<file path="config.mk">
export PLATFORM = sky130hd
export DESIGN_NAME = tape_char_to_punch_code_unit_flat
export DESIGN_NICKNAME = d
export VERILOG_FILES = /design/src/rtl/core/tcp_pkg.sv /design/src/rtl/core/tcp_ifs.sv /design/src/rtl/core/tcp_lookup.sv /design/src/rtl/core/tape_char_to_punch_code_unit.sv /design/src/flat_wrapper.sv
export SDC_FILE = /design/constraint.sdc
export NUM_CORES = 1
export LEC_CHECK = 0
export ABC_AREA = 1
export BUFFER_PORTS_ARGS = -buffer_cell sky130_fd_sc_hd__buf_2
export CAP_MARGIN = 20
export CORE_MARGIN = 2
export CORE_UTILIZATION = 30
export CTS_BUF_LIST = sky130_fd_sc_hd__clkbuf_2 sky130_fd_sc_hd__clkbuf_4 sky130_fd_sc_hd__clkbuf_8
export CTS_CLUSTER_SIZE = 14
export DETAILED_ROUTE_END_ITERATION = 8
export PLACE_DENSITY = 0.56
export SLEW_MARGIN = 25
export SYNTH_ARGS = -nofsm -noshare
export SYNTH_HDL_FRONTEND = slang
export SYNTH_SLANG_ARGS = --single-unit
export TNS_END_PERCENT = 20
</file>
<file path="constraint.sdc">
create_clock -name i_clk -period 2.9 [get_ports i_clk]
set_input_delay 0.29 -clock i_clk [delete_from_list [all_inputs] [get_ports i_clk]]
set_output_delay 0.29 -clock i_clk [all_outputs]
set_load 0.02 [all_outputs]
</file>
<file path="src/rtl/core/tcp_pkg.sv">
// Shared constants, tables and types for the tape character to punch code unit.
package tcp_pkg;

    localparam int LINE_COUNT_BITS = 16;
    localparam int CHAR_BITS       = 16;
    localparam int CODE_BITS       = 5;
    localparam int TAB_DEPTH       = 32;

    typedef logic [CHAR_BITS-1:0]       t_char;
    typedef logic [CODE_BITS-1:0]       t_code;
    typedef logic [LINE_COUNT_BITS-1:0] t_line;

    // Command codes carried on the input channel.
    localparam logic [1:0] CMD_LOAD = 2'd0;
    localparam logic [1:0] CMD_CHAR = 2'd1;
    localparam logic [1:0] CMD_END  = 2'd2;

    // Status codes carried on the output channel.
    localparam logic [1:0] ST_CODE    = 2'd0;
    localparam logic [1:0] ST_ILLEGAL = 2'd1;
    localparam logic [1:0] ST_END     = 2'd2;

    localparam t_char CH_LF     = 16'h000A;
    localparam t_char CH_OPEN   = 16'h005B;
    localparam t_char CH_CLOSE  = 16'h005D;

    localparam t_char LETTER_TAB [TAB_DEPTH] = '{
        16'h0050, 16'h0051, 16'h0057, 16'h0045, 16'h0052, 16'h0054, 16'h0059, 16'h0055,
        16'h0049, 16'h004F, 16'h004A, 16'h03C0, 16'h0053, 16'h005A, 16'h004B, 16'h002A,
        16'h002E, 16'h0046, 16'h03B8, 16'h0044, 16'h03A6, 16'h0048, 16'h004E, 16'h004D,
        16'h0394, 16'h004C, 16'h0058, 16'h0047, 16'h0041, 16'h0042, 16'h0043, 16'h0056
    };

    localparam t_char FIGURE_TAB [TAB_DEPTH] = '{
        16'h0030, 16'h0031, 16'h0032, 16'h0033, 16'h0034, 16'h0035, 16'h0036, 16'h0037,
        16'h0038, 16'h0039, 16'h004A, 16'h0023, 16'h0022, 16'h00A7, 16'h0028, 16'h002A,
        16'h002E, 16'h0046, 16'h0040, 16'h0044, 16'h0021, 16'h002B, 16'h002D, 16'h0027,
        16'h0026, 16'h0025, 16'h0058, 16'h0047, 16'h003A, 16'h003F, 16'h0028, 16'h0029
    };

    // Classification of one character, passed from the lookup to the top level.
    typedef struct packed {
        logic  blank;
        logic  hit;
        t_code idx;
    } t_lookup;

endpackage

</file>
<file path="src/rtl/core/tcp_ifs.sv">
// Valid/ready channel interfaces for input, output and configuration.
interface tcp_in_if;
    logic           valid;
    logic           ready;
    logic [1:0]     command;
    tcp_pkg::t_char char_code;
    modport source (output valid, output command, output char_code, input ready);
    modport sink   (input valid, input command, input char_code, output ready);
endinterface

interface tcp_out_if;
    logic           valid;
    logic           ready;
    logic [1:0]     status;
    tcp_pkg::t_code punch_code;
    tcp_pkg::t_char line_number;
    tcp_pkg::t_char bad_char;
    modport source (output valid, output status, output punch_code, output line_number,
                    output bad_char, input ready);
    modport sink   (input valid, input status, input punch_code, input line_number,
                    input bad_char, output ready);
endinterface

interface tcp_cfg_if;
    logic valid;
    logic ready;
    logic data;
    modport source (output valid, output data, input ready);
    modport sink   (input valid, input data, output ready);
endinterface

</file>
<file path="src/rtl/core/tcp_lookup.sv">
// Whitespace detection and letter/figure table search for one character.
module tcp_lookup (
    input  tcp_pkg::t_char   i_char,
    input  logic             i_fold_case,
    output tcp_pkg::t_lookup o_result
);

    tcp_pkg::t_char                 folded;
    logic [tcp_pkg::TAB_DEPTH-1:0]  let_match;
    logic [tcp_pkg::TAB_DEPTH-1:0]  fig_match;
    tcp_pkg::t_code                 let_idx;
    tcp_pkg::t_code                 fig_idx;
    logic                           blank;

    always_comb begin
        blank = 1'b0;
        if (i_char >= 16'h0009 && i_char <= 16'h000D) blank = 1'b1;
        if (i_char == 16'h0020 || i_char == 16'h0085 || i_char == 16'h00A0 ||
            i_char == 16'h1680) blank = 1'b1;
        if (i_char >= 16'h2000 && i_char <= 16'h200A) blank = 1'b1;
        if (i_char == 16'h2028 || i_char == 16'h2029 || i_char == 16'h202F ||
            i_char == 16'h205F || i_char == 16'h3000) blank = 1'b1;
    end

    // Every letter table entry is its own fold, so only the input needs folding.
    always_comb begin
        folded = i_char;
        if (i_fold_case) begin
            if (i_char >= 16'h0061 && i_char <= 16'h007A) folded = i_char - 16'h0020;
            else if (i_char == 16'h03A0) folded = 16'h03C0;
            else if (i_char == 16'h0398) folded = 16'h03B8;
            else if (i_char == 16'h03C6) folded = 16'h03A6;
            else if (i_char == 16'h03B4) folded = 16'h0394;
        end
    end

    always_comb begin
        for (int i = 0; i < tcp_pkg::TAB_DEPTH; i++) begin
            let_match[i] = (tcp_pkg::LETTER_TAB[i] == folded);
            fig_match[i] = (tcp_pkg::FIGURE_TAB[i] == i_char);
        end
    end

    // Scan from the top down so that the lowest matching position wins.
    always_comb begin
        let_idx = '0;
        fig_idx = '0;
        for (int i = tcp_pkg::TAB_DEPTH - 1; i >= 0; i--) begin
            if (let_match[i]) let_idx = tcp_pkg::CODE_BITS'(i);
            if (fig_match[i]) fig_idx = tcp_pkg::CODE_BITS'(i);
        end
    end

    assign o_result.blank = blank;
    assign o_result.hit   = (|let_match) | (|fig_match);
    assign o_result.idx   = (|let_match) ? let_idx : fig_idx;

endmodule

</file>
<file path="src/rtl/core/tape_char_to_punch_code_unit.sv">
// Top level: input register, character classification and registered result.
// Path: an accepted input passes the input register, then the result register.
// Throughput: one item per cycle; the single compute stage between the input
// register and the result register sets that figure, and it stalls only while a
// finished result waits on the output channel.
// Reset: synchronous, active low; clears fold_case, comment flag and valid bits and
// sets the line counter to one.
module tape_char_to_punch_code_unit (
    input  logic      i_clk,
    input  logic      i_rst_n,
    tcp_in_if.sink    i_in,
    tcp_cfg_if.sink   i_cfg,
    tcp_out_if.source o_out
);

    logic             r_fold_case;
    logic             r_in_comment, n_in_comment;
    tcp_pkg::t_line   r_line, n_line;

    logic             r_s1_valid;
    logic [1:0]       r_s1_cmd;
    tcp_pkg::t_char   r_s1_char;

    logic             r_out_valid;
    logic [1:0]       r_out_status, n_status;
    tcp_pkg::t_code   r_out_code, n_code;
    tcp_pkg::t_char   r_out_line;
    tcp_pkg::t_char   r_out_bad, n_bad;

    logic             s1_adv;
    logic             produce;
    logic             at_top;
    tcp_pkg::t_char   line_sat;
    tcp_pkg::t_lookup look;

    tcp_lookup u_lookup (
        .i_char      (r_s1_char),
        .i_fold_case (r_fold_case),
        .o_result    (look)
    );

    assign s1_adv      = r_s1_valid && (!r_out_valid || o_out.ready);
    assign i_in.ready  = !r_s1_valid || s1_adv;
    assign i_cfg.ready = 1'b1;
    assign at_top      = (r_line == '1);

    generate
        if (tcp_pkg::LINE_COUNT_BITS > tcp_pkg::CHAR_BITS) begin : g_sat
            assign line_sat = (|r_line[tcp_pkg::LINE_COUNT_BITS-1:tcp_pkg::CHAR_BITS])
                              ? '1 : r_line[tcp_pkg::CHAR_BITS-1:0];
        end else begin : g_ext
            assign line_sat = tcp_pkg::CHAR_BITS'(r_line);
        end
    endgenerate

    always_comb begin
        n_in_comment = r_in_comment;
        n_line       = r_line;
        produce      = 1'b0;
        n_status     = tcp_pkg::ST_CODE;
        n_code       = '0;
        n_bad        = '0;
        unique case (r_s1_cmd)
            tcp_pkg::CMD_LOAD: begin
                n_in_comment = 1'b0;
                n_line       = tcp_pkg::LINE_COUNT_BITS'(1);
            end
            tcp_pkg::CMD_END: begin
                produce  = 1'b1;
                n_status = tcp_pkg::ST_END;
            end
            tcp_pkg::CMD_CHAR: begin
                if (r_s1_char == tcp_pkg::CH_LF) begin
                    if (!at_top) n_line = r_line + 1'b1;
                end else if (r_in_comment) begin
                    if (r_s1_char == tcp_pkg::CH_CLOSE) n_in_comment = 1'b0;
                end else if (look.blank) begin
                    n_in_comment = r_in_comment;
                end else if (r_s1_char == tcp_pkg::CH_OPEN) begin
                    n_in_comment = 1'b1;
                end else if (look.hit) begin
                    produce = 1'b1;
                    n_code  = look.idx;
                end else begin
                    produce  = 1'b1;
                    n_status = tcp_pkg::ST_ILLEGAL;
                    n_bad    = r_s1_char;
                end
            end
            default: begin
                produce = 1'b0;
            end
        endcase
    end

    always_ff @(posedge i_clk) begin
        if (!i_rst_n) begin
            r_fold_case  <= 1'b0;
            r_in_comment <= 1'b0;
            r_line       <= tcp_pkg::LINE_COUNT_BITS'(1);
            r_s1_valid   <= 1'b0;
            r_out_valid  <= 1'b0;
        end else begin
            if (i_cfg.valid) r_fold_case <= i_cfg.data;
            if (i_in.ready) r_s1_valid <= i_in.valid;
            if (s1_adv) begin
                r_in_comment <= n_in_comment;
                r_line       <= n_line;
            end
            if (s1_adv && produce) r_out_valid <= 1'b1;
            else if (o_out.ready)  r_out_valid <= 1'b0;
        end
    end

    // Payload registers carry no reset.
    always_ff @(posedge i_clk) begin
        if (i_in.ready && i_in.valid) begin
            r_s1_cmd  <= i_in.command;
            r_s1_char <= i_in.char_code;
        end
        if (s1_adv && produce) begin
            r_out_status <= n_status;
            r_out_code   <= n_code;
            r_out_line   <= line_sat;
            r_out_bad    <= n_bad;
        end
    end

    assign o_out.valid       = r_out_valid;
    assign o_out.status      = r_out_status;
    assign o_out.punch_code  = r_out_code;
    assign o_out.line_number = r_out_line;
    assign o_out.bad_char    = r_out_bad;

    a_line_nonzero: assert property (@(posedge i_clk) disable iff (!i_rst_n)
        r_line != '0)
        else $error("line counter reached zero");

    a_load_resets_line: assert property (@(posedge i_clk) disable iff (!i_rst_n)
        s1_adv && r_s1_cmd == tcp_pkg::CMD_LOAD |=> r_line == tcp_pkg::LINE_COUNT_BITS'(1)
        && !r_in_comment)
        else $error("load command did not restart the tape state");

    a_fields_clean: assert property (@(posedge i_clk) disable iff (!i_rst_n)
        o_out.valid |-> ((o_out.status == tcp_pkg::ST_CODE && o_out.bad_char == '0) ||
                         (o_out.status != tcp_pkg::ST_CODE && o_out.punch_code == '0)))
        else $error("result fields inconsistent with status");

    a_stall_source: assert property (@(posedge i_clk) disable iff (!i_rst_n)
        !i_in.ready |-> r_s1_valid && r_out_valid && !o_out.ready)
        else $error("input stalled without a blocked result");

endmodule
</file>
<file path="src/flat_wrapper.sv">
// flat-port wrapper written by rule: the top's interface ports become plain ports
module tape_char_to_punch_code_unit_flat 
  (i_clk, i_rst_n, i_in_valid, i_in_command, i_in_char_code, i_in_ready, i_cfg_valid, i_cfg_data, i_cfg_ready, o_out_valid, o_out_status, o_out_punch_code, o_out_line_number, o_out_bad_char, o_out_ready);
  tcp_in_if i_in_i ();
  tcp_cfg_if i_cfg_i ();
  tcp_out_if o_out_i ();
  input  logic i_clk;
  input  logic i_rst_n;
  input wire logic [$bits(i_in_i.valid)-1:0] i_in_valid;
  input wire logic [$bits(i_in_i.command)-1:0] i_in_command;
  input wire logic [$bits(i_in_i.char_code)-1:0] i_in_char_code;
  output wire logic [$bits(i_in_i.ready)-1:0] i_in_ready;
  input wire logic [$bits(i_cfg_i.valid)-1:0] i_cfg_valid;
  input wire logic [$bits(i_cfg_i.data)-1:0] i_cfg_data;
  output wire logic [$bits(i_cfg_i.ready)-1:0] i_cfg_ready;
  output wire logic [$bits(o_out_i.valid)-1:0] o_out_valid;
  output wire logic [$bits(o_out_i.status)-1:0] o_out_status;
  output wire logic [$bits(o_out_i.punch_code)-1:0] o_out_punch_code;
  output wire logic [$bits(o_out_i.line_number)-1:0] o_out_line_number;
  output wire logic [$bits(o_out_i.bad_char)-1:0] o_out_bad_char;
  input wire logic [$bits(o_out_i.ready)-1:0] o_out_ready;
  assign i_in_i.valid = i_in_valid;
  assign i_in_i.command = i_in_command;
  assign i_in_i.char_code = i_in_char_code;
  assign i_in_ready = i_in_i.ready;
  assign i_cfg_i.valid = i_cfg_valid;
  assign i_cfg_i.data = i_cfg_data;
  assign i_cfg_ready = i_cfg_i.ready;
  assign o_out_valid = o_out_i.valid;
  assign o_out_status = o_out_i.status;
  assign o_out_punch_code = o_out_i.punch_code;
  assign o_out_line_number = o_out_i.line_number;
  assign o_out_bad_char = o_out_i.bad_char;
  assign o_out_i.ready = o_out_ready;
  tape_char_to_punch_code_unit u_core (.i_clk(i_clk), .i_rst_n(i_rst_n), .i_in(i_in_i), .i_cfg(i_cfg_i), .o_out(o_out_i));
endmodule
</file>
==> Yosys cells after proc, flatten, opt, wreduce, memory -nomap -nowiden <==
Cells that the tools add are included.
{ "totals": {"out_inout_bits": 42, "regBits": 77, "elab_cells": 229, "inputBits": 24} }
{ "op_classes": {"eq_ne": 85, "bitwise": 3, "n_reduce_logical": 26, "magnitude_cmp": 6, "n_addsub": 2, "muxes": 96} }
{ "ops": {"columns": ["op", "count"], "rows": [
  ["equality test 7 x 16 -> 1 bit, first input constant", 32],
  ["equality test 6 x 16 -> 1 bit, first input constant", 26],
  ["two-way mux 5 bit", 64],
  ["two-way mux 16 bit", 8],
  ["equality test 16 x 14 -> 1 bit, second input constant", 5],
  ["equality test 10 x 16 -> 1 bit, first input constant", 4],
  ["equality test 16 x 10 -> 1 bit, second input constant", 4],
  ["equality test 16 x 7 -> 1 bit, second input constant", 2],
  ["equality test 16 x 8 -> 1 bit, second input constant", 2],
  ["case mux 16 bit (2 select lines)", 1],
  ["OR reduction 32 bit", 1],
  ["OR reduction 31 bit", 1],
  ["adder 16 x 1 -> 16 bit, second input constant", 1],
  ["equality test 16 x 13 -> 1 bit, second input constant", 1],
  ["equality test 16 bit, second input constant", 1],
  ["equality test 16 x 4 -> 1 bit, second input constant", 1],
  ["equality test 16 x 6 -> 1 bit, second input constant", 1],
  ["equality test 8 x 16 -> 1 bit, first input constant", 1],
  [">= comparator 16 x 14 -> 1 bit, second input constant", 1],
  [">= comparator 16 x 4 -> 1 bit, second input constant", 1],
  [">= comparator 16 x 7 -> 1 bit, second input constant", 1],
  ["<= comparator 16 x 14 -> 1 bit, second input constant", 1],
  ["<= comparator 16 x 4 -> 1 bit, second input constant", 1],
  ["<= comparator 16 x 7 -> 1 bit, second input constant", 1],
  ["19 further kinds", 56]
]} }

==> Depth between registers and ports, before layout <==
Gate-level depths: netlist of the first run.
{ "depth": {"ltp_word": 41, "ltp_mapped": 25, "depth_no_buf": 25} }

==> Modules after synthesis <==
A second synthesis of the first run with hierarchy kept.
{ "hier_totals": {"hier_cells": 699, "hier_area_um2": 5222.5} }
{ "modules_own_cells": {"columns": ["mod", "n_inst", "area_per_inst_um2", "seq_area_each_um2", "cells_each"], "rows": [
  ["tape_char_to_punch_code_unit", 1, 3402.0, 2112.0, 345],
  ["tcp_lookup", 1, 1820.5, 0.0, 354]
]} }

==> Least setup slack after synthesis of the first run <==
No wires, ideal clock.
{ "synth_timing": {"path_type": "reg-to-reg", "start": "reg u_core.r_s1_char[10]", "end": "reg u_core.r_out_bad[0], in the netlist u_core.o_out.bad_char[0] (enable)", "stages_incl_launch_ff": 13, "slack_ns": -0.148, "setup_time_ns": 0.394, "arrival_ns": 2.654, "required_time_ns": 2.506, "synth_period_minus_slack_ns": 3.048, "n_path_buf": 0, "path_cell_list": "edfxtp_1 nor2_2 nand2_1 nor4_1 o21ai_0 a41oi_1 o2111ai_1 a31oi_1 nand3_1 inv_1 or2_2 nand3_1 inv_1"} }
{ "synth_via": {"elab_chain_cells": 12, "word_cells_on_any_way": 34, "cone_classes": "order compare (4); eq/ne (11); mux (9); reduce/logical (10)"} }
{ "synth_lines": {"columns": ["item", "line", "source"], "rows": [
  ["from (decl)", "tape_char_to_punch_code_unit.sv:22", "tcp_pkg::t_char r_s1_char;"],
  ["from (signal assigned)", "tape_char_to_punch_code_unit.sv:119", "r_s1_char <= i_in.char_code;"],
  ["branches (longest 9 deep; another with >= comparator 16 x 4 -> 1 bit)", null, null],
  ["two-way mux 1 bit (*)", "tape_char_to_punch_code_unit.sv:73", "if (r_s1_char == tcp_pkg::CH_LF) begin"],
  ["case mux 1 bit (2 select lines) (*)", "tape_char_to_punch_code_unit.sv:63", "unique case (r_s1_cmd)"],
  ["logical AND 1 bit (*)", "tape_char_to_punch_code_unit.sv:121", "if (s1_adv && produce) begin"],
  ["to (signal assigned)", "tape_char_to_punch_code_unit.sv:125", "r_out_bad <= n_bad;"],
  ["to (decl)", "tape_char_to_punch_code_unit.sv:28", "tcp_pkg::t_char r_out_bad, n_bad;"]
]} }
Every way passes the cells marked *.
A chain may end at the register's enable or synchronous reset.

==> Final worst setup path of the first run <==
{ "layout_timing": {"start": "reg u_core.r_s1_char[6]", "end": "reg u_core.r_out_code[1], in the netlist u_core.o_out.punch_code[1], data pin"} }
{ "layout_via": {"elab_chain_cells": 41, "word_cells_on_any_way": 174, "cone_classes": "add/sub (1); order compare (6); eq/ne (78); mux (74); bitwise (2); reduce/logical (13)"} }
{ "layout_lines": {"columns": ["item", "line", "source"], "rows": [
  ["equality test 16 x 10 -> 1 bit", "tcp_lookup.sv:33", "else if (i_char == 16'h03B4) folded = 16'h0394;"],
  ["two-way mux 16 bit", "tcp_lookup.sv:33", null],
  ["two-way mux 16 bit", "tcp_lookup.sv:32", "else if (i_char == 16'h03C6) folded = 16'h03A6;"],
  ["two-way mux 16 bit", "tcp_lookup.sv:31", "else if (i_char == 16'h0398) folded = 16'h03B8;"],
  ["two-way mux 16 bit", "tcp_lookup.sv:30", "else if (i_char == 16'h03A0) folded = 16'h03C0;"],
  ["two-way mux 16 bit", "tcp_lookup.sv:29", "if (i_char >= 16'h0061 && i_char <= 16'h007A) folded = i_char - 16'h0020;"],
  ["two-way mux 16 bit", "tcp_lookup.sv:28", "if (i_fold_case) begin"],
  ["equality test 7 x 16 -> 1 bit", "tcp_lookup.sv:39", "let_match[i] = (tcp_pkg::LETTER_TAB[i] == folded);"],
  ["two-way mux 5 bit (32 in a row)", "tcp_lookup.sv:49", "if (let_match[i]) let_idx = tcp_pkg::CODE_BITS'(i);"],
  ["two-way mux 5 bit", "tcp_lookup.sv:56", "assign o_result.idx = (|let_match) ? let_idx : fig_idx;"],
  ["to (signal assigned)", "tape_char_to_punch_code_unit.sv:123", "r_out_code <= n_code;"],
  ["to (decl)", "tape_char_to_punch_code_unit.sv:26", "tcp_pkg::t_code r_out_code, n_code;"]
]} }
Several ways; a longest one is shown, not always the timed one.

==> reports/summary.json, run 1 <==
{
  "number_of_buffers_inserted_by_port_buffering": 64,
  "routed_via_density": 4.87,
  "cpPeakStageDelay_ns": 0.46,
  "fraction_of_synthesized_cell_area_in_xor_and_xnor_cells": 0,
  "timing.final.ws_setup_ns": -0.331,
  "drtAntennaViolNets": 0,
  "worst_setup_path_start_kind": "flop",
  "slew_violations": 0,
  "post_drt_wl_per_cell_um": 15.1,
  "slew_headroom": 0.544,
  "crit_fanout": 6,
  "syn_area_per_cell_sq_um": 7.64,
  "finalNetCount": 926,
  "drc": 0,
  "floorplan.core_area_sq_um": 16000,
  "synth_area_sq_um": 4930,
  "share_of_layout_cells_above_drive_strength_1": 0.442,
  "antenna_cells_inserted": 0,
  "clock_sink_count": 77,
  "synth_adder_area_share": 0.0228,
  "synth_warnings": 0,
  "cts-root-to-sink-buffers": 2,
  "timing.setup.critical_path_class": "reg -> reg",
  "worstSetupEndpointType": "flop",
  "dieWidth_um": 132,
  "dr.first_iter.drc_count": 446,
  "postCtsHoldBufs": 0,
  "grt_max_degree": 22,
  "critical_path_arrival_ns": 3.36,
  "cts.clk_slew.worst_paths_ns": 0.08,
  "synthMuxAreaShare": 0,
  "syn-num-nets": 679,
  "max_freq_mhz": 309,
  "syn2layout_area_growth_pct": 54.0,
  "min_period_over_period": 1.11,
  "seq_area_frac_synth": 0.428,
  "post-place-ws_ns": -0.371,
  "yosys-top-cells-area": "edfxtp_1 35%, dfxtp_1 8.1%, nand2_1 7.9%, nor2_1 7.5%, inv_1 6.9%",
  "synth-seq-cells": 77,
  "initial_core_util": 0.308,
  "synth_top_cell_by_area": "edfxtp_1",
  "timing.max_cap.violations": 0,
  "async_flop_share": 0,
  "ios": 66,
  "vdd_drop_max_mv": 0.254,
  "gpl.final_weighted_congestion": 0.949,
  "final_cell_mix": "161 x buf_4, 92 x nand2_1, 82 x inv_1, 71 x nor2_1, 64 x buf_2",
  "die-area_sq_um": 17500,
  "holdCritPathClass": "in -> reg",
  "grt_pass1_vias": 5293,
  "leakagePower_nw": 3.20,
  "drt_pre_antenna_iters": 6,
  "post-route-util": 0.475,
  "critical_path_cell_by_cell": "inv_2 -> buf_12 -> ha_4 -> nand2_2 -> o21ai_2 -> nand2_2 -> nand3_4 -> nand2_2 -> nand2_2 -> nand2_2 -> nor2_4 -> nand2_4 -> buf_6 -> nor2_4 -> nand2_2 -> o21ai_2 -> nor2_2 -> nand2_2 -> nor2_2 -> o211ai_1 -> nor2_1 -> nor2_1 -> nor2_1",
  "std_cell_rows": 46,
  "netlist-cell-type-count": 47,
  "post-route-min-period_ns": 3.23,
  "cp_slowest_cell": "edfxtp_1",
  "synthSimpleGateAreaFrac": 0.339,
  "tritoncts.num_buffers": 9,
  "num_vias": 5429,
  "clock_insertion_delay_worst_skew_ns": 0.38,
  "sum_of_routed_wire_length_over_all_layers_mm": 16.8,
  "violations": "negative setup slack",
  "largest_family_of_logic_cells_by_synthesized_area": "simple AND/OR/NAND/NOR gates",
  "post-dp-hpwl_mm": 12.3,
  "tritoncts_clock_tree": "done",
  "global_route_wire_length_before_repair_mm": 26.6,
  "fin_worst_skew_ns": 0.0129,
  "rsz0062_at_grt": "true",
  "power_per_cell_area_nw_per_um2": 341,
  "synth_top_flop_cell": "edfxtp_1",
  "die_h_um": 132,
  "grt_util_all_layers": 0.191,
  "cpMostUsedCell": "nand2_2",
  "timing.final.hold_violations": 0,
  "max_slew.worst_pin.slew_ns": 0.683,
  "outcome": "finished with violations",
  "crit_required_ns": 3.03,
  "grt.overflow.total": 0,
  "antenna_found_initial": 0,
  "synthesis.instances": 646,
  "fill_cells": 1589,
  "cts-root-buf": "clkbuf_8",
  "compound_gate_portion_of_the_synthesized_area": 0.116,
  "synth_enable_flop_cells": 57,
  "layout_commonest_cell": "buf_4",
  "setup_viol_count_final": 22,
  "htree_depth": 3,
  "synthDominantCellAreaShare": 0.347
}
[per-stage QoR]
step	instance area [sq um]	std cells	power [mW]	TNS [ns]	hold WS (ns)
floorplan	4950	646	1.41	0	0.389
global placement	6640	1069	1.59	-10.04	0.425
detailed placement	6640	1069	1.59	-10.68	0.428
CTS	7190	1100	2.57	-3.68	0.0726
global route	7590	1114	2.70	-16.43	0.0741
finish	7590	1114	2.59	-6.47	0.0910
[critical path: cells and delay by family, from the launching register on]
kind                       cells  cell delay (ns)
DFF                            1             0.46
buffers and inverters          3             0.39
AOI/OAI and AO/OA              3             0.43
and+or+nand+nor               16             1.57
adders and majority gates      1             0.13
[area by class of cell]
| class | count | area, sq um | share of cell area |
|---|---|---|---|
| Clock buffer | 11 | 145 | 0.0191 |
| Clock inverter | 5 | 81.3 | 0.0107 |
| Inverter | 104 | 400 | 0.0527 |
| Multi-Input combinational cell | 459 | 2820 | 0.371 |
| Sequential cell | 77 | 2110 | 0.278 |
| Tap cell | 216 | 270 | 0.0356 |
| Timing Repair Buffer | 242 | 1770 | 0.233 |
[report_power, final]
group / total [mW] / internal [mW] / switching, mW / leakage, nW
sequential: 1.23 / 1.21 / 0.0217 / 0.683
combinational: 0.419 / 0.179 / 0.241 / 2.40
clock: 0.942 / 0.520 / 0.422 / 0.118
total: 2.59 / 1.91 / 0.684 / 3.20
[what timing repair did]
| item | in CTS | in global routing |
|---|---|---|
| gates cloned | 4 | 0 |
| setup buffers | 11 | 14 |
| resized for setup | 52 | 77 |
| pin swaps | 30 | 49 |
| endpoints found under the setup margin | 61 | 69 |
[logic make-up after synthesis]
logic type / after synthesis
AND/OR/NAND/NOR: 352
buffers and inverters: 113
other: 1
AO/OA/AOI/OAI: 94
adder cells (fa/ha/maj): 9
flip-flops: 77
[layer usage]
layer  GRT usage  wire (um)  up-vias
met5           0          0        -
met4      0.0753        484        0
met3      0.0400        927       34
met2       0.297       7660      178
met1       0.259       7740     2503
li1            -          -     2714
[state kept, by name, indices dropped and copies added (netlist names)]
signal / flops
u_core.line_sat: 16
u_core.o_out.bad_char: 16
u_core.o_out.line_number: 16
u_core.o_out.punch_code: 5
u_core.o_out.status: 2
u_core.o_out.valid: 1
u_core.r_fold_case: 1
u_core.r_in_comment: 1
u_core.r_s1_char: 16
u_core.r_s1_cmd: 2
u_core.r_s1_valid: 1
[final timing paths]
kind / to / cells after the start / slack, ns / startpoint
min: u_core.r_s1_char[6]$_DFFE_PP_ / 1 / 0.09 / i_in_char_code[6]
min reg2reg: u_core.o_out.line_number[9]$_DFFE_PP_ / 0 / 0.44 / u_core.line_sat[9]$_SDFFE_PN0P_
max reg2reg: u_core.o_out.punch_code[1]$_SDFFCE_PP0P_ / 23 / -0.33 / u_core.r_s1_char[6]$_DFFE_PP_
max: u_core.o_out.punch_code[1]$_SDFFCE_PP0P_ / 23 / -0.33 / u_core.r_s1_char[6]$_DFFE_PP_
[synthesized netlist by cell type (3+ instances only)]
| library cell | count |
|---|---|
| nand2_1 | 104 |
| nor2_1 | 99 |
| inv_1 | 91 |
| edfxtp_1 | 57 |
| nand3_1 | 46 |
| nor3_1 | 30 |
| a21oi_1 | 29 |
| o21ai_0 | 25 |
| dfxtp_1 | 20 |
| nand4_1 | 20 |
| nor2_2 | 17 |
| inv_2 | 12 |
| nor4_1 | 12 |
| ha_1 | 9 |
| nand2_2 | 6 |
| o211ai_1 | 6 |
| a31oi_1 | 5 |
| o22ai_1 | 5 |
| o31ai_1 | 5 |
| nor2_4 | 4 |
| buf_6 | 3 |
| o2111ai_1 | 3 |
| o311ai_0 | 3 |
Power figures use the tool's default switching activity.
==> run 2: changes to the inputs <==
--- a/config.mk
+++ b/config.mk
@@ -9,11 +9,11 @@
 export BUFFER_PORTS_ARGS = -buffer_cell sky130_fd_sc_hd__buf_2
 export CAP_MARGIN = 20
 export CORE_MARGIN = 2
-export CORE_UTILIZATION = 30
+export CORE_UTILIZATION = 45
 export CTS_BUF_LIST = sky130_fd_sc_hd__clkbuf_2 sky130_fd_sc_hd__clkbuf_4 sky130_fd_sc_hd__clkbuf_8
 export CTS_CLUSTER_SIZE = 14
 export DETAILED_ROUTE_END_ITERATION = 8
-export PLACE_DENSITY = 0.56
+export PLACE_DENSITY = 0.74
 export SLEW_MARGIN = 25
 export SYNTH_ARGS = -nofsm -noshare
 export SYNTH_HDL_FRONTEND = slang
==> run 2 against run 1 <==
The run still ends with negative setup slack left. Routed wire length up 4.0%. Utilization up 22 points. First-iteration DRC count up 26%. Die area down 32%. Maximum frequency down 0.62%. Non-clock buffer count down 4. Worst setup slack worse by 0.020 ns. Global-route usage up 10 points. Critical path depth down 3. Clock skew up 0.0047 ns.
==> reports/summary.json, run 2 (synthesis gave the netlist of run 1 again) <==
{
  "outcome": "finished with violations",
  "violations": "negative setup slack",
  "max_freq_mhz": 308,
  "cts-root-to-sink-buffers": 2,
  "worst-path-stages": 20,
  "crit_required_ns": 3.12,
  "post-dp-hpwl_mm": 13.0,
  "drt_pre_antenna_iters": 5,
  "finalNetCount": 921,
  "rr_startpoint": "u_core.r_s1_char[0]$_DFFE_PP_",
  "reg2reg_path_depth": 20,
  "ios": 66,
  "cts-root-buf": "clkbuf_8",
  "post-layout-total-power_mw": 2.43,
  "timing.max_cap.violations": 0,
  "timing.reg2reg.setup_slack_ns": -0.35,
  "grt_max_degree": 23,
  "tritoncts_clock_tree": "done",
  "min_path_cells": 1,
  "worstSetupEndpointType": "flop",
  "layout_commonest_cell": "buf_4",
  "die_h_um": 109,
  "setup_viol_count_final": 47,
  "cpLargestDelayFamily": "simple AND/OR/NAND/NOR gates",
  "initial_core_util": 0.459,
  "cts.clk_slew.worst_paths_ns": 0.10,
  "grt.overflow.total": 0,
  "antenna_found_initial": 0,
  "area.sequential_sq_um": 2110,
  "tritoncts.num_buffers": 9,
  "holdCritPathClass": "in -> reg",
  "internal_power_mw": 1.71,
  "grt_pass1_vias": 5309,
  "rsz0062_at_grt": "true",
  "cp.buffers_inverters": 4,
  "power.share.sequential": 0.506,
  "switchingPower_mw": 0.716,
  "final_cell_count_without_fillers": 1033,
  "fin_hold_ws_ns": 0.0896,
  "post_drt_wl_per_cell_um": 16.9,
  "vdd_drop_max_mv": 0.299,
  "cp_slowest_cell": "edfxtp_1",
  "drtAntennaViolNets": 0,
  "antenna_cells_inserted": 0,
  "cpPeakStageDelay_ns": 0.46,
  "postPlaceCellArea_sq_um": 6490,
  "placed_cells_incl_taps": 986,
  "num_vias": 5590,
  "std_cell_rows": 38,
  "setup_tns_ns": -7.22,
  "worstSetupStartpoint": "u_core.r_s1_char[0]$_DFFE_PP_",
  "max_slew.worst_pin.slew_ns": 0.764,
  "critical_path_arrival_ns": 3.48,
  "timing.final.ws_setup_ns": -0.351,
  "power_per_cell_area_nw_per_um2": 327,
  "min_period_over_period": 1.12,
  "timing.setup.critical_path_class": "reg -> reg",
  "min-delay-start": "i_in_char_code[2]",
  "sw_frac_of_total": 0.295,
  "dr.first_iter.drc_count": 563,
  "grt_util_all_layers": 0.293,
  "global_route_wire_length_before_repair_mm": 26.5,
  "crit_fanout": 8,
  "die-area_sq_um": 11800,
  "sum_of_routed_wire_length_over_all_layers_mm": 17.5,
  "routed_via_density": 5.41,
  "fill_cells": 890,
  "postCtsHoldBufs": 0,
  "slew_violations": 0,
  "fin_worst_skew_ns": 0.0176,
  "comb_power_share": 0.174,
  "share_of_layout_cells_above_drive_strength_1": 0.434,
  "htree_depth": 3,
  "post-route-min-period_ns": 3.25,
  "worst_setup_path_start_kind": "flop",
  "critical_path_cell_by_cell": "buf_6 -> buf_4 -> nor2_4 -> nand2_2 -> nor2_4 -> o21ai_1 -> a21oi_1 -> nand2_1 -> nand2_2 -> nor2_2 -> nand2_2 -> buf_12 -> nor3_1 -> nor4_1 -> nand3_1 -> nor2_2 -> and2_4 -> nand4_4 -> buf_12 -> nor2_4",
  "clock_sink_count": 77,
  "number_of_buffers_inserted_by_port_buffering": 64,
  "stdcell_area_sq_um": 7420,
  "floorplan.core_area_sq_um": 10700,
  "dieWidth_um": 109,
  "timing.final.hold_violations": 0,
  "clock_power_share": 0.320,
  "gpl.final_weighted_congestion": 0.995,
  "slew_headroom": 0.490,
  "final_cell_mix": "160 x buf_4, 93 x nand2_1, 84 x inv_1, 65 x nor2_1, 64 x buf_2",
  "leakagePower_nw": 3.16,
  "syn2layout_area_growth_pct": 50.5,
  "drc": 0,
  "clock_insertion_delay_worst_skew_ns": 0.37,
  "area_occupied_by_multi_input_gates_sq_um": 2830
}
run 2: changes by cell type in the layout (fill, tap and decap cells not counted), sizes merged:
cell / before / now
buf: 241 / 237
bufinv: 2 / 0
clkbuf: 12 / 11
clkinv: 2 / 4
clkinvlp: 2 / 1
inv: 103 / 105
nand2: 115 / 114
run 2: metrics by stage:
step / setup WS [ns] / utilization
floorplan: 0.00761 / -
global placement: -0.457 / 0.604
detailed placement: -0.447 / 0.604
CTS: -0.179 / 0.649
global route: -0.463 / 0.691
finish: -0.351 / 0.691
run 2: cell type report:
type                    count  share of cell area
flip-flops and latches     77               0.284
multi-input cells         458               0.381
clock inverters             6             0.00607
repair buffers            238               0.233
well taps                 140              0.0236
inverters                 104              0.0544
clock buffers              10              0.0177
run 2: worst paths after layout:
kind,end
hold / removal,u_core.r_s1_char[2]$_DFFE_PP_
hold reg to reg,u_core.o_out.line_number[9]$_DFFE_PP_
setup reg to reg,u_core.o_out.bad_char[15]$_SDFFCE_PP0P_
setup / recovery,u_core.o_out.bad_char[15]$_SDFFCE_PP0P_
run 2: repair_timing:
action                                  in CTS  in global routing
endpoints found under the hold margin        0                  0
endpoints found under the setup margin      61                 66
setup buffers                               13                 15
pin swaps                                   17                 41
gates cloned                                 2                  1
resized for setup                           52                 81
run 2: per-layer routing:
metal,share of wire,up-vias,track usage
met1,0.42,2600,0.393
li1,-,2682,-
met5,0,-,0
met4,0.028,0,0.106
met3,0.076,49,0.0389
met2,0.48,259,0.488
run 2: power groups by stage:
stage | clock network [mW] | logic (mW) | registers (mW)
5_1_grt | 0.829 | 0.448 | 1.23
3_3_place_gp | 0 | 0.333 | 1.25
2_1_floorplan | 0 | 0.141 | 1.27
3_5_place_dp | 0 | 0.334 | 1.26
4_1_cts | 0.784 | 0.367 | 1.23
6_report | 0.777 | 0.422 | 1.23
